### src/lrdc_pkg.sv
package lrdc_pkg;

    typedef enum logic [1:0] {
        KIND_KEY   = 2'd0,
        KIND_VALUE = 2'd1,
        KIND_DESC  = 2'd2
    } t_kind;

    typedef enum logic [1:0] {
        ST_OK      = 2'd0,
        ST_BAD_CRC = 2'd1,
        ST_TRUNC   = 2'd2
    } t_status;

    typedef enum logic [1:0] {
        PH_HEADER = 2'd0,
        PH_KEY    = 2'd1,
        PH_VALUE  = 2'd2
    } t_phase;

    typedef struct packed {
        logic [7:0] data_byte;
        logic       stream_end;
    } t_in_item;

    typedef struct packed {
        t_kind        item_kind;
        logic [7:0]   byte_out;
        t_status      status;
        logic         is_deleted;
        logic [31:0]  record_version;
        logic [15:0]  key_length;
        logic [31:0]  value_length;
        logic [47:0]  record_offset;
        logic [47:0]  value_offset;
        logic         run_last;
    } t_out_item;

    // up to two results per input transfer go into the result queue
    typedef struct packed {
        logic      en0;
        logic      en1;
        t_out_item item0;
        t_out_item item1;
    } t_q_push;

    localparam int LRDC_Q_DEPTH = 4;
    localparam int LRDC_CRC_BYTES = 4;
    localparam logic [31:0] LRDC_CRC_INIT = 32'hFFFF_FFFF;
    localparam logic [31:0] LRDC_CRC_POLY = 32'hEDB8_8320;

    // reflected CRC-32, one byte
    function automatic logic [31:0] lrdc_crc_byte(input logic [31:0] crc_in,
                                                  input logic [7:0] data);
        logic [31:0] c;
        c = crc_in ^ {24'd0, data};
        for (int i = 0; i < 8; i++) begin
            c = c[0] ? ((c >> 1) ^ LRDC_CRC_POLY) : (c >> 1);
        end
        return c;
    endfunction

endpackage

### src/lrdc_if.sv
interface lrdc_in_if;
    import lrdc_pkg::*;

    logic     valid;
    logic     ready;
    t_in_item payload;

    modport source (output valid, output payload, input ready);
    modport sink (input valid, input payload, output ready);
endinterface

interface lrdc_out_if;
    import lrdc_pkg::*;

    logic      valid;
    logic      ready;
    t_out_item payload;

    modport source (output valid, output payload, input ready);
    modport sink (input valid, input payload, output ready);
endinterface

### src/lrdc_result_q.sv
module lrdc_result_q (
    input  logic             i_clk,
    input  logic             i_rst_n,
    input  lrdc_pkg::t_q_push i_push,
    output logic             o_room,
    lrdc_out_if.source       o_out
);
    import lrdc_pkg::*;

    localparam int PW = $clog2(LRDC_Q_DEPTH);

    t_out_item      r_mem [LRDC_Q_DEPTH];
    logic [PW-1:0]  r_wr;
    logic [PW-1:0]  r_rd;
    logic [PW:0]    r_cnt;
    logic [PW-1:0]  n_wr;
    logic [PW-1:0]  n_rd;
    logic [PW:0]    n_cnt;
    logic           w_pop;

    assign w_pop       = o_out.valid && o_out.ready;
    assign o_out.valid = (r_cnt != '0);
    assign o_out.payload = r_mem[r_rd];
    // room for two results at once
    assign o_room = (r_cnt <= (PW + 1)'(LRDC_Q_DEPTH - 2));

    always_comb begin
        n_wr  = r_wr + PW'(i_push.en0) + PW'(i_push.en1);
        n_rd  = r_rd + PW'(w_pop);
        n_cnt = r_cnt + (PW + 1)'(i_push.en0) + (PW + 1)'(i_push.en1)
                - (PW + 1)'(w_pop);
    end

    always_ff @(posedge i_clk) begin
        if (!i_rst_n) begin
            r_wr  <= '0;
            r_rd  <= '0;
            r_cnt <= '0;
        end else begin
            r_wr  <= n_wr;
            r_rd  <= n_rd;
            r_cnt <= n_cnt;
        end
    end

    always_ff @(posedge i_clk) begin
        if (i_push.en0) begin
            r_mem[r_wr] <= i_push.item0;
        end
        if (i_push.en1) begin
            r_mem[r_wr + PW'(1)] <= i_push.item1;
        end
    end

endmodule

### src/log_record_deframe_check.sv
// Record stream deframer with CRC-32 check. Takes one stream byte per input
// transfer and parses back-to-back records: a big-endian header (4-byte CRC,
// version, key length, value length), then key bytes, then value bytes. Key
// and value bytes come out tagged as they arrive; at each record end a
// descriptor follows with lengths, version, offsets, the deleted flag (value
// length all ones, no value bytes) and the CRC status. The CRC is reflected
// CRC-32 over the header after its CRC field, the key and the value. A CRC
// mismatch halts parsing until stream_end; a stream_end inside a record gives
// one truncation status. Every stream_end resets the parser.
// Rate: one input transfer per cycle while the queue has room. Results sit in
// a four-entry queue and leave at one per cycle while the sink is ready.
// Input ready depends only on queue fill: the queue must hold room for two
// results, since the byte that ends a record also produces its descriptor.
// That extra result is drained during the next record's header bytes, which
// produce nothing, so with no sink stall records run at one byte per cycle.
module log_record_deframe_check #(
    parameter int KEY_LEN_BYTES   = 2,
    parameter int VALUE_LEN_BYTES = 4,
    parameter int VERSION_BYTES   = 4,
    parameter int OFFSET_BITS     = 48
) (
    input  logic       i_clk,
    input  logic       i_rst_n,
    lrdc_in_if.sink    i_in,
    lrdc_out_if.source o_out
);
    import lrdc_pkg::*;

    localparam int KL_W = 8 * KEY_LEN_BYTES;
    localparam int VL_W = 8 * VALUE_LEN_BYTES;
    localparam int VER_W = 8 * VERSION_BYTES;
    // header byte boundaries
    localparam int VER_END = LRDC_CRC_BYTES + VERSION_BYTES;
    localparam int KL_END = VER_END + KEY_LEN_BYTES;
    localparam int HDR_BYTES = KL_END + VALUE_LEN_BYTES;
    localparam logic [VL_W-1:0] DEL_MARK = '1;

    // parser state
    t_phase                 r_phase;
    logic [31:0]            r_count;
    logic [31:0]            r_crc;
    logic [31:0]            r_stored;
    logic [VER_W-1:0]       r_ver;
    logic [KL_W-1:0]        r_klen;
    logic [VL_W-1:0]        r_vlen;
    logic [OFFSET_BITS-1:0] r_off;
    logic [OFFSET_BITS-1:0] r_rec_start;
    logic [OFFSET_BITS-1:0] r_val_start;
    logic                   r_halted;

    t_phase                 n_phase;
    logic [31:0]            n_count;
    logic [31:0]            n_crc;
    logic [31:0]            n_stored;
    logic [VER_W-1:0]       n_ver;
    logic [KL_W-1:0]        n_klen;
    logic [VL_W-1:0]        n_vlen;
    logic [OFFSET_BITS-1:0] n_off;
    logic [OFFSET_BITS-1:0] n_rec_start;
    logic [OFFSET_BITS-1:0] n_val_start;
    logic                   n_halted;

    logic    w_fire;
    logic    w_room;
    t_q_push w_push;

    assign w_fire     = i_in.valid && i_in.ready;
    assign i_in.ready = w_room;

    always_comb begin
        logic [7:0]             b;
        logic [31:0]            crc_b;
        logic [OFFSET_BITS-1:0] nxt;
        logic                   emit_byte;
        logic                   go_after_key;
        logic                   do_finish;
        logic                   bad;
        logic                   del;
        t_out_item              byte_item;
        t_out_item              desc;

        b            = i_in.payload.data_byte;
        crc_b        = lrdc_crc_byte(r_crc, b);
        nxt          = r_off + OFFSET_BITS'(1);
        emit_byte    = 1'b0;
        go_after_key = 1'b0;
        do_finish    = 1'b0;
        bad          = 1'b0;
        del          = 1'b0;
        byte_item    = '0;
        desc         = '0;

        n_phase     = r_phase;
        n_count     = r_count;
        n_crc       = r_crc;
        n_stored    = r_stored;
        n_ver       = r_ver;
        n_klen      = r_klen;
        n_vlen      = r_vlen;
        n_off       = r_off;
        n_rec_start = r_rec_start;
        n_val_start = r_val_start;
        n_halted    = r_halted;
        w_push      = '0;

        if (w_fire && i_in.payload.stream_end) begin
            // truncated record: only when bytes of it were taken
            if (!r_halted && (r_phase != PH_HEADER || r_count != '0)) begin
                w_push.en0                 = 1'b1;
                w_push.item0.item_kind     = KIND_DESC;
                w_push.item0.status        = ST_TRUNC;
                w_push.item0.record_offset = 48'(64'(r_rec_start));
                w_push.item0.run_last      = 1'b1;
            end
            n_phase     = PH_HEADER;
            n_count     = '0;
            n_crc       = LRDC_CRC_INIT;
            n_stored    = '0;
            n_ver       = '0;
            n_klen      = '0;
            n_vlen      = '0;
            n_off       = '0;
            n_rec_start = '0;
            n_val_start = '0;
            n_halted    = 1'b0;
        end else if (w_fire && !r_halted) begin
            n_off = nxt;
            case (r_phase)
                PH_HEADER: begin
                    if (r_count == '0) begin
                        n_rec_start = r_off;
                    end
                    if (r_count < 32'(LRDC_CRC_BYTES)) begin
                        n_stored = {r_stored[23:0], b};
                    end else begin
                        n_crc = crc_b;
                        if (r_count < 32'(VER_END)) begin
                            n_ver = VER_W'({r_ver, b});
                        end else if (r_count < 32'(KL_END)) begin
                            n_klen = KL_W'({r_klen, b});
                        end else begin
                            n_vlen = VL_W'({r_vlen, b});
                        end
                    end
                    n_count = r_count + 32'd1;
                    if (r_count == 32'(HDR_BYTES - 1)) begin
                        n_count = '0;
                        if (n_klen != '0) begin
                            n_phase = PH_KEY;
                        end else begin
                            go_after_key = 1'b1;
                        end
                    end
                end
                PH_KEY: begin
                    n_crc               = crc_b;
                    emit_byte           = 1'b1;
                    byte_item.item_kind = KIND_KEY;
                    byte_item.byte_out  = b;
                    n_count             = r_count + 32'd1;
                    if (n_count == 32'(r_klen)) begin
                        go_after_key = 1'b1;
                    end
                end
                PH_VALUE: begin
                    n_crc               = crc_b;
                    emit_byte           = 1'b1;
                    byte_item.item_kind = KIND_VALUE;
                    byte_item.byte_out  = b;
                    n_count             = r_count + 32'd1;
                    if (n_count == 32'(r_vlen)) begin
                        do_finish = 1'b1;
                    end
                end
                default: begin
                    n_phase = PH_HEADER;
                end
            endcase

            // key done (or empty): value next, or record ends here
            if (go_after_key) begin
                n_val_start = nxt;
                if (n_vlen != DEL_MARK && n_vlen != '0) begin
                    n_phase = PH_VALUE;
                    n_count = '0;
                end else begin
                    do_finish = 1'b1;
                end
            end

            if (do_finish) begin
                bad                 = ((~n_crc) != n_stored);
                del                 = (n_vlen == DEL_MARK);
                desc.item_kind      = KIND_DESC;
                desc.status         = bad ? ST_BAD_CRC : ST_OK;
                desc.is_deleted     = del;
                desc.record_version = 32'(n_ver);
                desc.key_length     = 16'(32'(n_klen));
                desc.value_length   = del ? 32'd0 : 32'(n_vlen);
                desc.record_offset  = 48'(64'(r_rec_start));
                desc.value_offset   = del ? 48'd0 : 48'(64'(n_val_start));
                desc.run_last       = 1'b1;
                // next record starts fresh
                n_phase  = PH_HEADER;
                n_count  = '0;
                n_crc    = LRDC_CRC_INIT;
                n_stored = '0;
                n_ver    = '0;
                n_klen   = '0;
                n_vlen   = '0;
                n_halted = bad;
            end

            // byte first, descriptor behind it
            if (emit_byte) begin
                byte_item.run_last = !do_finish;
                w_push.en0         = 1'b1;
                w_push.item0       = byte_item;
                w_push.en1         = do_finish;
                w_push.item1       = desc;
            end else begin
                w_push.en0   = do_finish;
                w_push.item0 = desc;
            end
        end
    end

    always_ff @(posedge i_clk) begin
        if (!i_rst_n) begin
            r_phase     <= PH_HEADER;
            r_count     <= '0;
            r_crc       <= LRDC_CRC_INIT;
            r_stored    <= '0;
            r_ver       <= '0;
            r_klen      <= '0;
            r_vlen      <= '0;
            r_off       <= '0;
            r_rec_start <= '0;
            r_val_start <= '0;
            r_halted    <= 1'b0;
        end else begin
            r_phase     <= n_phase;
            r_count     <= n_count;
            r_crc       <= n_crc;
            r_stored    <= n_stored;
            r_ver       <= n_ver;
            r_klen      <= n_klen;
            r_vlen      <= n_vlen;
            r_off       <= n_off;
            r_rec_start <= n_rec_start;
            r_val_start <= n_val_start;
            r_halted    <= n_halted;
        end
    end

    lrdc_result_q u_result_q (
        .i_clk   (i_clk),
        .i_rst_n (i_rst_n),
        .i_push  (w_push),
        .o_room  (w_room),
        .o_out   (o_out)
    );

    // second result slot only used behind the first
    a_push_order: assert property (@(posedge i_clk) disable iff (!i_rst_n)
        w_push.en1 |-> w_push.en0)
        else $error("second result pushed without first");

    // halted parser drops bytes silently
    a_halt_quiet: assert property (@(posedge i_clk) disable iff (!i_rst_n)
        (w_fire && !i_in.payload.stream_end && r_halted) |-> !w_push.en0)
        else $error("result while halted");

    // checksum mismatch halts the parser
    a_bad_halts: assert property (@(posedge i_clk) disable iff (!i_rst_n)
        (w_fire && !i_in.payload.stream_end && w_push.en0
         && (w_push.item0.status == ST_BAD_CRC
             || (w_push.en1 && w_push.item1.status == ST_BAD_CRC)))
        |=> r_halted)
        else $error("mismatch did not halt");

    // stream end leaves a clean parser
    a_end_reset: assert property (@(posedge i_clk) disable iff (!i_rst_n)
        (w_fire && i_in.payload.stream_end)
        |=> (r_phase == PH_HEADER && r_count == '0 && !r_halted))
        else $error("parser not reset after stream end");

    // no push without queue room
    a_room: assert property (@(posedge i_clk) disable iff (!i_rst_n)
        !w_room |-> !w_push.en0)
        else $error("push into full result queue");

endmodule

### src/flat_wrapper.sv
// flat-port wrapper written by rule: the top's interface ports become plain ports
module log_record_deframe_check_flat import lrdc_pkg::*;
#(
    parameter int KEY_LEN_BYTES   = 2,
    parameter int VALUE_LEN_BYTES = 4,
    parameter int VERSION_BYTES   = 4,
    parameter int OFFSET_BITS     = 48
)
  (i_clk, i_rst_n, i_in_valid, i_in_payload, i_in_ready, o_out_valid, o_out_payload, o_out_ready);
  lrdc_in_if i_in_i ();
  lrdc_out_if o_out_i ();
  input  logic i_clk;
  input  logic i_rst_n;
  input wire logic [$bits(i_in_i.valid)-1:0] i_in_valid;
  input wire logic [$bits(i_in_i.payload)-1:0] i_in_payload;
  output wire logic [$bits(i_in_i.ready)-1:0] i_in_ready;
  output wire logic [$bits(o_out_i.valid)-1:0] o_out_valid;
  output wire logic [$bits(o_out_i.payload)-1:0] o_out_payload;
  input wire logic [$bits(o_out_i.ready)-1:0] o_out_ready;
  assign i_in_i.valid = i_in_valid;
  assign i_in_i.payload = i_in_payload;
  assign i_in_ready = i_in_i.ready;
  assign o_out_valid = o_out_i.valid;
  assign o_out_payload = o_out_i.payload;
  assign o_out_i.ready = o_out_ready;
  log_record_deframe_check #(.KEY_LEN_BYTES(KEY_LEN_BYTES), .VALUE_LEN_BYTES(VALUE_LEN_BYTES), .VERSION_BYTES(VERSION_BYTES), .OFFSET_BITS(OFFSET_BITS)) u_core (.i_clk(i_clk), .i_rst_n(i_rst_n), .i_in(i_in_i), .o_out(o_out_i));
endmodule
### config.mk
export PLATFORM = sky130hd
export DESIGN_NAME = log_record_deframe_check_flat
export DESIGN_NICKNAME = d
export VERILOG_FILES = /design/src/lrdc_pkg.sv /design/src/lrdc_if.sv /design/src/lrdc_result_q.sv /design/src/log_record_deframe_check.sv /design/src/flat_wrapper.sv
export SDC_FILE = /design/constraint.sdc
export NUM_CORES = 2
export LEC_CHECK = 0
export BUFFER_PORTS_ARGS = -buffer_cell sky130_fd_sc_hd__buf_2
export CAP_MARGIN = 0
export CORE_ASPECT_RATIO = 1.75
export CORE_MARGIN = 5
export CORE_UTILIZATION = 65
export CTS_CLUSTER_DIAMETER = 80
export DETAILED_ROUTE_END_ITERATION = 10
export PLACE_DENSITY = 0.95
export SYNTH_ARGS = -nofsm -noshare
export SYNTH_HDL_FRONTEND = slang
export SYNTH_SLANG_ARGS = --single-unit
### constraint.sdc
create_clock -name i_clk -period 34.2 [get_ports i_clk]
set_clock_uncertainty 0.1 [all_clocks]
set_input_delay 1.71 -clock i_clk [delete_from_list [all_inputs] [get_ports i_clk]]
set_output_delay 1.71 -clock i_clk [all_outputs]
set_load 0.01 [all_outputs]
==> reports/results.ini <==
[layout]
fill_cells=4722
syn_to_final_growth_pct=8.99
layout-drive-gt1-share_pct=15.3
nNetsFinal=4332

[critical_path]
r2r.worst_path.cells=17
timing.rr.end=u_core.u_result_q.r_mem[2][46]$_DFFE_PP_
crit_required_ps=34410
crit_slowest_cell=buf_4
critPathMaxStageDelay_ps=970
regToRegSetupSlack_ps=25810
worst_setup_path_end_kind=register
crit_fanout=71
worstSetupStartpoint=u_core.r_count[0]$_SDFFE_PP0P_
crit_chain=ha_1, nand4_2, nor3_1, and3_1, nand4_1, a22oi_1, nor2b_1, a32oi_1, o21ai_4, inv_4, ha_1, inv_1, a21o_1, nand3_1, nand2_4, buf_4, buf_4
r2r-start=u_core.r_count[0]$_SDFFE_PP0P_
crit_type=reg2reg
crit_path_start_kind=register
crit_arrival_ps=8590
critPathCapture=u_core.u_result_q.r_mem[2][46]$_DFFE_PP_

[die]
num_rows=135
initial_core_util_pct=65.4
fp.dieW_um=221
core_area_um2=77400
die_area_um2=83700
io_pins=205
die_y_um=379

[sta]
setup_slack_ps=25810
tightestPinTransition_ps=1400
tns_ps=0
rsz0062_at_grt=false
slew_violations=0
setup_violations=0
slew-limit-headroom_pct=6.77
max_freq_ghz=0.119
hold_viol=0
min_period_ps=8390
min_period_over_period_pct=24.5

[yosys]
netlist_instances=4292
synth-async-reset-ratio_pct=0
synth_edf_count=720
yosysSeqAreaShare_pct=57.4
synth-seq-cells=1090
syn_nets=4323
ys_warn_count=0
avgSynthCellArea_um2=11.8
syn_area_um2=50600
synth_cell_types=91
synth-main-ff-cell=edfxtp_1

[clock_tree]
clk_latency_ps=730
numCtsBuffers=90
clock_path_buffers=3
cts_resized=0
cts_tree=done
ctsHoldBuffers=0
htree_num_levels=3
cts_root_buf=clkbuf_16
clkTransAtPathRegs_ps=70
postCtsSetupBuffers=0
numClockSinks=1090

[routing]
met1_length_um=48300
wirelength_um=161000
ant_nets=0
highest_layer=met5
met3WireLength_um=16800
drt-initial-drc-count=5254
dr.pass1.iters=9
wl_per_cell_um=29.7
viasPerCell=7.02
dr_wl_met2_um=80600
drc=0
vias=38000

[worst_hold_path]
hp-class=reg2reg

[global_route]
grt_overflow=0
grt_pass1_vias=38300
grt_pass1_wl_um=240000
antenna_found_initial=7
grt_util_all_layers_pct=37.7
grt_max_degree=148

[placement]
place.detailed.hpwl_um=99000
place.gp.congestion=1.06
place_ws_ps=26080
portBuffers=204

[pwr]
peakVddDrop_mv=0.0524
p_per_area_nw_per_um2=56.7
leakage_nw=17.4

[job]
cap_violations=0

[run_status]
status=finished clean

==> Yosys cell counts, drive strengths merged, types with 9 or more instances <==
cell | n | area [µm²]
edfxtp | 720 | 21600
ha | 15 | 188
clkbuf | 231 | 870
o31ai | 12 | 104
nand2b | 12 | 75.1
a22oi | 28 | 210
or3 | 35 | 219
nand4 | 63 | 413
xnor2 | 134 | 1200
mux4 | 190 | 4280
nor3 | 113 | 581
buf | 107 | 554
and2 | 21 | 131
nor2b | 206 | 1290
nor2 | 711 | 2670
and4 | 19 | 166
mux2i | 132 | 1320
mux2 | 16 | 180
xor2 | 90 | 803
dfxtp | 370 | 7410
a31oi | 9 | 56.3
nor4 | 49 | 319
o21ai | 77 | 397
o22ai | 31 | 194
and3 | 30 | 188
o21a | 11 | 82.6
a21o | 12 | 90.1
nand3 | 73 | 370
a221o | 27 | 270
inv | 65 | 246
nand2 | 307 | 1150
a21oi | 153 | 766
a22o | 95 | 832
==> kinds of logic after synthesis <==
group                      count (synthesis)  share of synthesized area [%]
buffers and inverters                    403                           3.30
muxes                                    338                           11.4
adders and majority gates                 18                          0.490
DFF                                     1090                           57.4
xor gates and xnor gates                 235                           4.45
and+or+nand+nor                         1667                           15.4
AOI/OAI and AO/OA                        541                           7.52
==> critical path: cells and delay by family (launching register included) <==
family | cells | cell delay [ps]
AND/OR/NAND/NOR | 7 | 3210
AO/OA/AOI/OAI | 4 | 1160
flip-flops | 1 | 520
adder cells (fa/ha/maj) | 2 | 730
buffers and inverters | 4 | 2090
==> metrics by stage <==
stage | util [%] | area [µm²] | total power [W] | hold WS (ps) | cells
after floorplan | - | 50600 | 0.00184 | 328 | 4292
after global placement | 67.3 | 52100 | 0.00206 | 338 | 5236
after detailed placement | 67.3 | 52100 | 0.00207 | 347 | 5236
after CTS | 71.2 | 55100 | 0.00312 | 356 | 5406
after global routing | 71.2 | 55100 | 0.00321 | 375 | 5406
final | 71.2 | 55100 | 0.00313 | 354 | 5408
==> how the worst min path moves through the flow <==
stage | start | end | cells past startpoint
final | u_core.u_result_q.r_mem[1][182]$_SDFFE_PP0N_ | u_core.u_result_q.r_mem[1][182]$_SDFFE_PP0N_ | 2
after global placement | u_core.r_stored[29]$_SDFFE_PP0P_ | u_core.r_stored[29]$_SDFFE_PP0P_ | 2
after global routing | u_core.u_result_q.r_mem[1][187]$_SDFFE_PP0N_ | u_core.u_result_q.r_mem[1][187]$_SDFFE_PP0N_ | 2
after floorplan | u_core.r_stored[25]$_SDFFE_PP0P_ | u_core.r_stored[25]$_SDFFE_PP0P_ | 2
after detailed placement | u_core.u_result_q.r_mem[0][184]$_SDFFE_PP0P_ | u_core.u_result_q.r_mem[0][184]$_SDFFE_PP0P_ | 2
after CTS | u_core.r_stored[29]$_SDFFE_PP0P_ | u_core.r_stored[29]$_SDFFE_PP0P_ | 2
==> sequential cells by signal (all words and copies together) (netlist names) <==
name                     cells
u_core.r_count              32
u_core.r_crc                32
u_core.r_halted              1
u_core.r_klen               16
u_core.r_off                48
u_core.r_phase               2
u_core.r_rec_start          48
u_core.r_stored             32
u_core.r_val_start          48
u_core.r_ver                32
u_core.r_vlen               32
u_core.u_result_q.r_cnt      3
u_core.u_result_q.r_mem    760
u_core.u_result_q.r_rd       2
u_core.u_result_q.r_wr       2
==> routing by layer <==
metal | up-vias | GRT usage, %
li1 | 15600 | -
met1 | 18300 | 41.1
met2 | 3212 | 65.4
met3 | 852 | 8.19
met4 | 4 | 26.9
met5 | - | 0
==> layout make-up <==
class	count	area, µm²	share of cell area [%]
Multi-Input combinational cell	2799	20100	36.4
Sequential cell	1090	29000	52.7
Antenna cell	2	5.00	0.00908
Clock buffer	131	2660	4.83
Inverter	65	246	0.447
Tap cell	1027	1280	2.33
Clock inverter	39	375	0.681
Timing Repair Buffer	255	1440	2.62
==> placed cells by master, fill, tap and decap left out, types with 108 or more instances in the layout <==
cell / n
nand2_1: 303
nor2b_1: 205
nor3_1: 108
buf_2: 204
nor2_1: 709
mux4_2: 190
mux2i_1: 132
a21oi_1: 152
dfxtp_1: 368
edfxtp_1: 720
xnor2_1: 131
==> where the power goes <==
group	switching (W)	internal, W	total, W
combinational	0.000370	0.000239	0.000609
clock	0.000503	0.000571	0.00107
sequential	0.0000289	0.00142	0.00144
Note: power is estimated with default switching activity, not from simulation.
